--- config.mk ---
export PLATFORM = sky130hd
export DESIGN_NAME = integer_to_radix_ascii
export DESIGN_NICKNAME = d
export VERILOG_FILES = /design/src/hw/rtl/i2ra_pkg.sv /design/src/hw/rtl/integer_to_radix_ascii.sv /design/src/hw/rtl/i2ra_divider.sv /design/src/hw/rtl/i2ra_stack.sv
export SDC_FILE = /design/constraint.sdc
export NUM_CORES = 1
export LEC_CHECK = 0
export BUFFER_PORTS_ARGS = -buffer_cell sky130_fd_sc_hd__buf_2
export CAP_MARGIN = 20
export CELL_PAD_IN_SITES_DETAIL_PLACEMENT = 1
export CELL_PAD_IN_SITES_GLOBAL_PLACEMENT = 1
export CORE_UTILIZATION = 52
export DETAILED_ROUTE_END_ITERATION = 16
export PLACE_DENSITY_LB_ADDON = 0.08
export SYNTH_ARGS = -nofsm -noshare
export SYNTH_HDL_FRONTEND = slang
export SYNTH_HIERARCHICAL = 1
export SYNTH_SLANG_ARGS = --single-unit
export TNS_END_PERCENT = 100
--- constraint.sdc ---
create_clock -name clock -period 7.17 [get_ports clock]
set_input_delay 0.3585 -clock clock [delete_from_list [all_inputs] [get_ports clock]]
set_output_delay 0.3585 -clock clock [all_outputs]
set_load 0.02 [all_outputs]
--- src/hw/rtl/i2ra_pkg.sv ---
// Shared types, constants and the digit-to-ASCII mapping for the radix converter.
// Used by every module of the block; depends on nothing.
`timescale 1ns / 1ps

package i2ra_pkg;

   localparam int VALUE_BITS = 31;
   localparam int RADIX_W    = 6;
   localparam int CHAR_W     = 7;
   localparam int CNT_W      = $clog2(VALUE_BITS);
   localparam int DEPTH_W    = $clog2(VALUE_BITS + 1);
   localparam int REQ_W      = ((VALUE_BITS + RADIX_W + 7) / 8) * 8;
   localparam int RSP_W      = ((CHAR_W + 7) / 8) * 8;

   localparam logic [RADIX_W-1:0] RADIX_MIN  = RADIX_W'(2);
   localparam logic [RADIX_W-1:0] RADIX_MAX  = RADIX_W'(36);
   localparam logic [CHAR_W-1:0]  ASCII_ZERO = CHAR_W'(48);
   localparam logic [CHAR_W-1:0]  ASCII_NINE = CHAR_W'(57);
   localparam logic [CHAR_W-1:0]  ALPHA_GAP  = CHAR_W'(39);

   typedef enum logic [1:0] {
      ST_IDLE,
      ST_DIVIDE,
      ST_EMIT
   } state_type;

   typedef struct packed {
      logic                  start;
      logic [VALUE_BITS-1:0] dividend;
      logic [RADIX_W-1:0]    radix;
   } div_ctrl_type;

   typedef struct packed {
      logic                  busy;
      logic                  done;
      logic [VALUE_BITS-1:0] quotient;
      logic [RADIX_W-1:0]    remainder;
   } div_stat_type;

   typedef struct packed {
      logic               push;
      logic               pop;
      logic [RADIX_W-1:0] digit;
   } stk_ctrl_type;

   typedef struct packed {
      logic               empty;
      logic               one_left;
      logic [RADIX_W-1:0] top;
   } stk_stat_type;

   function automatic logic [CHAR_W-1:0] digit_to_ascii(input logic [RADIX_W-1:0] d);
      logic [CHAR_W-1:0] c;
      c = CHAR_W'(d) + ASCII_ZERO;
      if (c > ASCII_NINE) begin
         c = c + ALPHA_GAP;
      end
      return c;
   endfunction

endpackage

--- src/hw/rtl/integer_to_radix_ascii.sv ---
// Top level of the integer to radix ASCII converter: sequencer and result register.
// Depends on i2ra_pkg, i2ra_divider and i2ra_stack.
//
// Usage:
//   req channel: one word carries value (31 bits) and radix (6 bits). Radix
//   below 2 is taken as 2, above 36 as 36.
//   rsp channel: one word per digit, most significant first, ASCII '0'-'9'
//   then 'a'-'z'; tlast marks the least significant digit. Zero gives '0'.
//   Timing: each digit costs one bit-serial division in the shift-subtract
//   divider. Once all digits of an item are converted, one digit per cycle
//   leaves through the output register while rsp_tready does not stall it.
//   One item is converted at a time; req_tready is high only when idle.
//   A new item may be accepted while the final digit still waits in the
//   output register.
//   Reset: synchronous, active high; clears the sequencer, divider and stack.
//   Stall: while rsp_tready is low the output word holds and the stack
//   keeps its digits.
`timescale 1ns / 1ps

module integer_to_radix_ascii
   import i2ra_pkg::*;
(
   input  logic             clock,
   input  logic             reset,
   input  logic             req_tvalid,
   output logic             req_tready,
   input  logic [REQ_W-1:0] req_tdata,  // value [30:0], radix [36:31], zero fill
   output logic             rsp_tvalid,
   input  logic             rsp_tready,
   output logic [RSP_W-1:0] rsp_tdata,  // digit_char [6:0], zero fill
   output logic             rsp_tlast   // last
);

   state_type          state_ff, state_in;
   logic [RADIX_W-1:0] radix_ff, radix_in;
   logic [RADIX_W-1:0] req_radix;
   logic               out_valid_ff, out_valid_in;
   logic [CHAR_W-1:0]  out_char_ff, out_char_in;
   logic               out_last_ff, out_last_in;
   logic               out_free;
   div_ctrl_type       div_ctrl;
   div_stat_type       div_stat;
   stk_ctrl_type       stk_ctrl;
   stk_stat_type       stk_stat;

   i2ra_divider u_divider (
      .clock    (clock),
      .reset    (reset),
      .div_ctrl (div_ctrl),
      .div_stat (div_stat)
   );

   i2ra_stack u_stack (
      .clock    (clock),
      .reset    (reset),
      .stk_ctrl (stk_ctrl),
      .stk_stat (stk_stat)
   );

   always_comb begin
      req_radix = req_tdata[VALUE_BITS +: RADIX_W];
      if (req_radix < RADIX_MIN) begin
         req_radix = RADIX_MIN;
      end else if (req_radix > RADIX_MAX) begin
         req_radix = RADIX_MAX;
      end
   end

   assign out_free = !out_valid_ff || rsp_tready;

   always_comb begin
      state_in          = state_ff;
      radix_in          = radix_ff;
      req_tready        = 1'b0;
      div_ctrl.start    = 1'b0;
      div_ctrl.dividend = div_stat.quotient;
      div_ctrl.radix    = radix_ff;
      stk_ctrl.push     = 1'b0;
      stk_ctrl.pop      = 1'b0;
      stk_ctrl.digit    = div_stat.remainder;
      out_valid_in      = out_valid_ff && !rsp_tready;
      out_char_in       = out_char_ff;
      out_last_in       = out_last_ff;
      unique case (state_ff)
         ST_IDLE: begin
            req_tready = 1'b1;
            if (req_tvalid) begin
               radix_in          = req_radix;
               div_ctrl.start    = 1'b1;
               div_ctrl.dividend = req_tdata[VALUE_BITS-1:0];
               div_ctrl.radix    = req_radix;
               state_in          = ST_DIVIDE;
            end
         end
         ST_DIVIDE: begin
            if (div_stat.done) begin
               stk_ctrl.push = 1'b1;
               if (div_stat.quotient == '0) begin
                  state_in = ST_EMIT;
               end else begin
                  div_ctrl.start = 1'b1;
               end
            end
         end
         ST_EMIT: begin
            if (out_free) begin
               stk_ctrl.pop = 1'b1;
               out_valid_in = 1'b1;
               out_char_in  = digit_to_ascii(stk_stat.top);
               out_last_in  = stk_stat.one_left;
               if (stk_stat.one_left) begin
                  state_in = ST_IDLE;
               end
            end
         end
         default: begin
            state_in = ST_IDLE;
         end
      endcase
   end

   always_ff @(posedge clock) begin
      if (reset) begin
         state_ff     <= ST_IDLE;
         out_valid_ff <= 1'b0;
      end else begin
         state_ff     <= state_in;
         out_valid_ff <= out_valid_in;
      end
      radix_ff    <= radix_in;
      out_char_ff <= out_char_in;
      out_last_ff <= out_last_in;
   end

   assign rsp_tvalid = out_valid_ff;
   assign rsp_tdata  = RSP_W'(out_char_ff);
   assign rsp_tlast  = out_last_ff;

`ifndef ASSERT_OFF
   a_accept_starts_divide: assert property (@(posedge clock) disable iff (reset)
      (req_tvalid && req_tready) |=> (state_ff == ST_DIVIDE))
      else $error("accepted word did not start a division");

   a_emit_divider_idle: assert property (@(posedge clock) disable iff (reset)
      (state_ff == ST_EMIT) |-> !div_stat.busy)
      else $error("divider busy while emitting digits");

   a_last_empties_stack: assert property (@(posedge clock) disable iff (reset)
      (stk_ctrl.pop && stk_stat.one_left) |=> stk_stat.empty)
      else $error("digits left on stack after final digit");

   a_emit_not_empty: assert property (@(posedge clock) disable iff (reset)
      (state_ff == ST_EMIT) |-> !stk_stat.empty)
      else $error("emit state with empty digit stack");
`endif

endmodule

--- src/hw/rtl/i2ra_divider.sv ---
// Bit-serial restoring divider: one quotient bit per cycle for a VALUE_BITS-bit dividend.
// Depends on i2ra_pkg.
`timescale 1ns / 1ps

module i2ra_divider
   import i2ra_pkg::*;
(
   input  logic         clock,
   input  logic         reset,
   input  div_ctrl_type div_ctrl,
   output div_stat_type div_stat
);

   logic                  running_ff, running_in;
   logic                  done_ff, done_in;
   logic [CNT_W-1:0]      cnt_ff, cnt_in;
   logic [VALUE_BITS-1:0] quot_ff, quot_in;
   logic [RADIX_W-1:0]    rem_ff, rem_in;
   logic [RADIX_W-1:0]    radix_ff, radix_in;
   logic [RADIX_W:0]      trial;
   logic                  fits;

   always_comb begin
      trial      = {rem_ff, quot_ff[VALUE_BITS-1]};
      fits       = trial >= {1'b0, radix_ff};
      running_in = running_ff;
      done_in    = 1'b0;
      cnt_in     = cnt_ff;
      quot_in    = quot_ff;
      rem_in     = rem_ff;
      radix_in   = radix_ff;
      if (div_ctrl.start) begin
         running_in = 1'b1;
         cnt_in     = '0;
         quot_in    = div_ctrl.dividend;
         rem_in     = '0;
         radix_in   = div_ctrl.radix;
      end else if (running_ff) begin
         quot_in = {quot_ff[VALUE_BITS-2:0], fits};
         rem_in  = fits ? RADIX_W'(trial - {1'b0, radix_ff}) : trial[RADIX_W-1:0];
         cnt_in  = cnt_ff + CNT_W'(1);
         if (cnt_ff == CNT_W'(VALUE_BITS - 1)) begin
            running_in = 1'b0;
            done_in    = 1'b1;
         end
      end
   end

   always_ff @(posedge clock) begin
      if (reset) begin
         running_ff <= 1'b0;
         done_ff    <= 1'b0;
         cnt_ff     <= '0;
      end else begin
         running_ff <= running_in;
         done_ff    <= done_in;
         cnt_ff     <= cnt_in;
      end
      quot_ff  <= quot_in;
      rem_ff   <= rem_in;
      radix_ff <= radix_in;
   end

   assign div_stat.busy      = running_ff;
   assign div_stat.done      = done_ff;
   assign div_stat.quotient  = quot_ff;
   assign div_stat.remainder = rem_ff;

endmodule

--- src/hw/rtl/i2ra_stack.sv ---
// Digit stack built as a shift register: push shifts up, pop shifts down.
// Depends on i2ra_pkg.
`timescale 1ns / 1ps

module i2ra_stack
   import i2ra_pkg::*;
(
   input  logic         clock,
   input  logic         reset,
   input  stk_ctrl_type stk_ctrl,
   output stk_stat_type stk_stat
);

   logic [RADIX_W-1:0] slot_ff [VALUE_BITS];
   logic [RADIX_W-1:0] slot_in [VALUE_BITS];
   logic [DEPTH_W-1:0] count_ff, count_in;

   always_comb begin
      count_in = count_ff;
      for (int i = 0; i < VALUE_BITS; i++) begin
         slot_in[i] = slot_ff[i];
      end
      if (stk_ctrl.push) begin
         slot_in[0] = stk_ctrl.digit;
         for (int i = 1; i < VALUE_BITS; i++) begin
            slot_in[i] = slot_ff[i-1];
         end
         count_in = count_ff + DEPTH_W'(1);
      end else if (stk_ctrl.pop) begin
         for (int i = 0; i < VALUE_BITS - 1; i++) begin
            slot_in[i] = slot_ff[i+1];
         end
         count_in = count_ff - DEPTH_W'(1);
      end
   end

   always_ff @(posedge clock) begin
      if (reset) begin
         count_ff <= '0;
      end else begin
         count_ff <= count_in;
      end
      for (int i = 0; i < VALUE_BITS; i++) begin
         slot_ff[i] <= slot_in[i];
      end
   end

   assign stk_stat.empty    = count_ff == '0;
   assign stk_stat.one_left = count_ff == DEPTH_W'(1);
   assign stk_stat.top      = slot_ff[0];

endmodule

==> metrics.md, run 1 <==
| Metric | Value |
|---|---|
| Port Buffers | 50 |
| Syn_nets | between 800 and 900 |
| Chip height | between 150 and 200 µm |
| Clock latency on the worst-skew pair | around 530 ps |
| Final HPWL DP | between 10000 and 15000 µm |
| Area Growth Syn to Fin | 11.5% |
| Worst Path Required | around 7400 ps |
| Final nets | roughly 900 |
| Combinational share of power | under 10% |
| Clk slew on worst S/H paths | around 60 ps |
| Arrival time of the worst setup path | approximately 3400 ps |
| CTS tree | built |
| Iteration-0 DRC Markers | between 300 and 400 |
| Syn Area/Cell | 14.8 µm² |
| Worst relative slew slack | approximately 30% |
| Initial Util | a little over half |
| Clk pwr share | between 40% and 50% |
| GRT Util Overall | between 10% and 20% |
| Actual slew at the worst max-slew pin | about 1100 ps |
| Final min period | 3260 ps |
| WL/cell | 18.5 µm |
| Drt via density | 5.57 |
| Post-CTS sizing | 0 |
| Achievable Freq | ~310 MHz |
| Htree depth | 1 |
| Sw frac | 21.4% |
| Most frequent cells in the layout | edfxtp_1, mux2_2, nand2_1, buf_2, clkbuf_16 |
| RD Place Congestion | 0.771 |
| Hold_sp | req_tdata[36] |
| Cell depth of the worst hold path | 1 |
| Final period util | between 40 and 50% |
| Number of global-route vias before repair | around 7100 |
| Final wirelength | around 21000 µm |
| Max-capacitance violation count | 0 |
| Overall power | 3.27 mW |
| Worst min-delay path class | in2reg |
| Routed Antenna Nets | 0 |
| Clock root cell | clkbuf_16 |
| Row Count | 54 |
| Die ar. | ~23000 µm² |
| DRC viols | 0 |
| Leak | about 3.7 nW |
| Largest net degree at the start of global routing | 100 |
| Final slew viol count | 0 |
| Global-route wire length before repair | around 36000 µm |
| TNS Setup | 0 ps |
| Fraction of layout cells with a size suffix above 1 | about 37% |
| Vias after detailed routing | between 6000 and 7000 |
| RSZ-0062 raised after global routing | no |
| Clock sinks | between 200 and 300 |
| Die Wd | approximately 150 µm |
| DR pass1 iterations | 4 |
| Core area | roughly 22000 µm² |
| Crit Path Max Fanout | 61 |
| Final setup violation count | 0 |
| Cell Area, Synth | 11900 µm² |
| Cts bufs inserted | 28 |
| Postcts setup bufs | 0 |
| Cell count after synthesis | 802 |
| Reg2Reg Depth | 5 |
| Initial antenna violation count | 0 |
| Run status | finished clean |
| Clock tree buffer depth | 3 |
| Seq pwr share | between 50% and 60% |
| Worst setup path category | reg2reg |
| Ant. Diodes | 0 |
| IO Pins | 55 |
| Fin. Hold Viols | 0 |
| Worst vdd ir | approximately 0.00017 V |
| Clk_skew | about 14 ps |
| Filler cells | 2092 |
| Psw | roughly 0.70 mW |
| Power per standard cell area | around 250 nW/µm² |
| Worst reg2reg endpoint | u_stack/slot_ff[0][35] |
| Total gr overflow | 0 |
| Worst R2R Start | state_ff[1] |
| Most common cell after layout, fill and taps aside | edfxtp_1 |
| Worst setup SP type | flop |
| Critical Path Sink Type | flop |
| Reg2reg setup slack | 3910 ps |
| YS warnings | 6 |
| Cts hold-fix bufs | 0 |
| Hold endpoint | radix_ff[5] |
| Int Power | about 2.6 mW |
-- sequential cells by signal, indices dropped and copies added (netlist names) --
| name | count |
|---|---|
| out_char_ff | 7 |
| radix_ff | 6 |
| rsp_tlast | 1 |
| rsp_tvalid | 1 |
| state_ff | 2 |
| u_divider/cnt_ff | 5 |
| u_divider/done_ff | 1 |
| u_divider/quot_ff | 31 |
| u_divider/radix_ff | 6 |
| u_divider/rem_ff | 6 |
| u_divider/running_ff | 1 |
| u_stack/count_ff | 5 |
| u_stack/slot_ff | 186 |
-- power by group through the flow --
stage | logic, mW | clock network (mW) | registers, mW
2_1_floorplan | 0.158 | 0 | 1.73
3_3_place_gp | 0.186 | 0 | 1.74
3_5_place_dp | 0.201 | 0 | 1.74
4_1_cts | 0.203 | 1.40 | 1.71
5_1_grt | 0.227 | 1.45 | 1.72
6_report | 0.202 | 1.36 | 1.71
-- critical path, cell delays in order (launching register included) --
cell and delay (ps):
dfxtp_1 530, nand2b_1 140, nor2b_1 830, or2_4 590
buf_16 340, buf_4 410
-- layer usage --
metal	global-route usage, %	up-vias	share of wire, %
met5	0	-	0
met4	5.00	0	2.1
met3	2.64	35	2.6
met2	34.0	83	52
met1	23.6	3193	44
li1	-	3074	-
-- stage by stage --
step	util (%)	hold WS [ps]	instances	setup slack (ps)	area, µm²
2_1_floorplan	-	422	802	1460	11900
3_3_place_gp	55.6	434	1094	3540	12300
3_5_place_dp	55.7	440	1095	3790	12300
4_1_cts	59.6	69.0	1145	3750	13200
5_1_grt	59.9	88.1	1147	3670	13200
6_report	59.9	84.1	1147	3910	13200
-- how the worst max path moves through the flow --
| stage | depth (start not counted) | startpoint | end |
|---|---|---|---|
| 4_1_cts | 5 | state_ff[0] | u_stack/slot_ff[0][27] |
| 5_1_grt | 5 | state_ff[1] | u_stack/slot_ff[0][35] |
| 3_3_place_gp | 4 | state_ff[1] | u_stack/slot_ff[1][55] |
| 2_1_floorplan | 6 | u_divider/done_ff | u_stack/slot_ff[0][0] |
| 3_5_place_dp | 5 | state_ff[0] | u_stack/slot_ff[0][39] |
| 6_report | 5 | state_ff[1] | u_stack/slot_ff[0][35] |
-- cell type report --
class | instances | area, µm² | share of cell area, %
Clock buffer | 37 | 756 | 5.71
Sequential cell | 258 | 7540 | 57.0
Multi-Input combinational cell | 478 | 4020 | 30.4
Inverter | 22 | 85.1 | 0.643
Timing Repair Buffer | 59 | 378 | 2.86
Clock inverter | 13 | 106 | 0.804
Tap cell | 280 | 350 | 2.65
No activity file was read; power rests on OpenSTA's default activity.
==> run 2: changes to the inputs <==
==> constraint.sdc (replaced) <==
create_clock -name clock -period 3.4 [get_ports clock]
set_input_delay 0.17 -clock clock [delete_from_list [all_inputs] [get_ports clock]]
set_output_delay 0.17 -clock clock [all_outputs]
set_load 0.02 [all_outputs]
==> run 2 against run 1 <==
Net effect:
- worst hold slack got worse by 54 ps
- flip-flop and latch count is the same
- sequential share of layout area down 0.77 points
- register-to-register slack worse by 3100 ps
- clock skew grew 5.8 ps
- final cell count up 0.96%
- global-route usage decreased by 0.079 points
- die area stayed put
- critical endpoint is now u_divider/quot_ff[13]
==> metrics.md, run 2 (same netlist as run 1, synthesis figures left out) <==
| Metric | Value |
|---|---|
| Final min period | 2600 ps (was 3260 ps) |
| WL/cell | 18.2 µm (was 18.5 µm) |
| Vias after detailed routing | 6403 (was 6385) |
| Final worst slack | 798 ps (was 3910 ps) |
| Worst R2R Start | u_divider/quot_ff[3] (was state_ff[1]) |
| Iteration-0 DRC Markers | 322 (was 314) |
| # placed instances | 1098 (was 1095) |
| RSZ-0062 raised after global routing | no (unchanged) |
| Worst reg2reg endpoint | u_divider/quot_ff[13] (was u_stack/slot_ff[0][35]) |
| Final nets | 918 (was 909) |
| Chip height | 153 µm (unchanged) |
| Ant. Diodes | 0 (unchanged) |
| Crit Path Max Fanout | 34 (was 61) |
| Htree depth | 1 (unchanged) |
| Clk_skew | 20.0 ps (was 14.2 ps) |
| DRC viols | 0 (unchanged) |
| Actual slew at the worst max-slew pin | 978 ps (was 1050 ps) |
| Overall power | 7.13 mW (was 3.27 mW) |
| Cts hold-fix bufs | 8 (was 0) |
| CP endpoint | u_divider/quot_ff[13] (was u_stack/slot_ff[0][35]) |
| Reg2Reg Depth | 8 (was 5) |
| Global-route wire length before repair | 35600 µm (was 36000 µm) |
| Filler cells | 2043 (was 2092) |
| IO Pins | 55 (unchanged) |
| Clock latency on the worst-skew pair | 540 ps (was 530 ps) |
| Layout Cells excl Fill | 1158 (was 1147) |
| Fin. Hold Viols | 0 (unchanged) |
| Cell depth of the worst hold path | 2 (was 1) |
| Reg with most FFs | u_stack/slot_ff (unchanged) |
| Sequence of cells on the critical path | nor4_1, nand4_1, nor2_1, o31ai_4, buf_12, inv_1, nand2_1, buf_4 (was nand2b_1, nor2b_1, or2_4, buf_16, buf_4) |
| Total gr overflow | 0 (unchanged) |
| Achievable Freq | 384 MHz (was 307 MHz) |
| Placement Setup Slack | 788 ps (was 3790 ps) |
| Initial Util | 53.7% (unchanged) |
| Cts bufs inserted | 28 (unchanged) |
| Worst setup SP type | flop (unchanged) |
| Leak | 3.74 nW (was 3.66 nW) |
| Run status | finished clean (unchanged) |
| Worst Path Required | 3640 ps (was 7350 ps) |
| Crit path launch | u_divider/quot_ff[3] (was state_ff[1]) |
| Max reg flops | 186 (unchanged) |
| Final wirelength | 21100 µm (was 21200 µm) |
| Hold_sp | req_tdata[32] (was req_tdata[36]) |
| Most common cell after layout, fill and taps aside | edfxtp_1 (unchanged) |
| RD Place Congestion | 0.760 (was 0.771) |
| Worst min-delay path class | in2reg (unchanged) |
| Routed Antenna Nets | 0 (unchanged) |
| TNS Setup | 0 ps (unchanged) |
| GRT Util Overall | 18.7% (was 18.8%) |
| Reg2reg setup slack | 800 ps (was 3910 ps) |
| CP max stage cell | edfxtp_1 (was nor2b_1) |
| Critical Path Sink Type | flop (unchanged) |
| Postcts setup bufs | 0 (unchanged) |
| Power per standard cell area | 532 nW/µm² (was 248 nW/µm²) |
| Clk slew on worst S/H paths | 60 ps (about the same) |
| Final period util | 76.5% (was 45.4%) |
| Final slew viol count | 0 (unchanged) |
| Post-CTS sizing | 0 (unchanged) |
| Arrival time of the worst setup path | 2840 ps (was 3440 ps) |
| Row Count | 54 (unchanged) |
| Final setup violation count | 0 (unchanged) |
| Most frequent cells in the layout | edfxtp_1, mux2_2, nand2_1, buf_2, clkbuf_16 (unchanged) |
| Worst setup path category | reg2reg (unchanged) |
| Worst relative slew slack | 34.8% (was 29.7%) |
| Fraction of layout cells with a size suffix above 1 | 38.5% (was 37.4%) |
| Clock root cell | clkbuf_16 (unchanged) |
| Max-capacitance violation count | 0 (unchanged) |
| Clock sinks | 258 (unchanged) |
| Final HPWL DP | 13200 µm (was 13600 µm) |
| CTS tree | built (unchanged) |
| Port Buffers | 50 (unchanged) |
| Core area | 22100 µm² (unchanged) |
| Drt via density | 5.53 (was 5.57) |
| Die ar. | 23400 µm² (unchanged) |
| CP peak stage delay | 430 ps (was 830 ps) |
| Largest net degree at the start of global routing | 194 (was 100) |
| Worst vdd ir | 0.000386 V (was 0.000170 V) |
| Die Wd | 153 µm (unchanged) |
| Largest regs | u_stack/slot_ff (186), u_divider/quot_ff (31), out_char_ff (7) (unchanged) |
| Number of global-route vias before repair | 7010 (was 7066) |
| DR pass1 iterations | 4 (unchanged) |
| Clock tree buffer depth | 3 (unchanged) |
| Initial antenna violation count | 0 (unchanged) |
| Area Growth Syn to Fin | 13.1% (was 11.5%) |
## run 2: cell types whose count changed in the layout (fill, tap and decap cells not counted), sizes merged
cell         previous run  this run
buf                    59        60
clkbuf                 37        35
clkinvlp                0         3
bufinv                  2         3
dlygate4sd3             0         8
## run 2: layout make-up
class / count / area (µm²) / share of cell area [%]
clock inverters: 17 / 165 / 1.23
well taps: 280 / 350 / 2.61
flip-flops and latches: 258 / 7540 / 56.2
inverters: 22 / 85.1 / 0.634
multi-input cells: 478 / 4020 / 30.0
repair buffers: 68 / 468 / 3.49
clock buffers: 35 / 788 / 5.88
## run 2: worst min-delay path by stage
stage                              to  slack, ps
2_1_floorplan              rsp_tvalid        240
3_3_place_gp              radix_ff[5]        420
3_5_place_dp   u_stack/slot_ff[1][87]        440
4_1_cts                   radix_ff[1]         10
5_1_grt                   radix_ff[1]         20
6_report                  radix_ff[1]         30
## run 2: stage by stage
step	hold WS [ps]	utilization, %	instance area (µm²)
2_1_floorplan	239	-	11900
3_3_place_gp	417	56.0	12400
3_5_place_dp	440	56.0	12400
4_1_cts	9.55	60.7	13400
5_1_grt	22.6	60.7	13400
6_report	30.0	60.7	13400
## run 2: routing by layer
metal,wire length (µm),global-route usage [%],vias up,share of wire (%)
met2,10700,32.8,71,50
met3,561,3.01,35,2.7
met5,0,0,-,0
met4,471,5.96,0,2.2
met1,9420,23.8,3208,45
li1,-,-,3089,-
## run 2: critical path: cells and delay by family, from the launching register on
kind	cells	cell delay (ps)
AND/OR/NAND/NOR	4	1000
buffers and inverters	3	630
flip-flops	1	430
AO/OA/AOI/OAI	1	230
## run 2: report_power, final
part           switching [mW]  total (mW)  internal [mW]
clock network            1.22        3.09           1.87
registers              0.0741        3.61           3.53
logic                   0.230       0.435          0.205
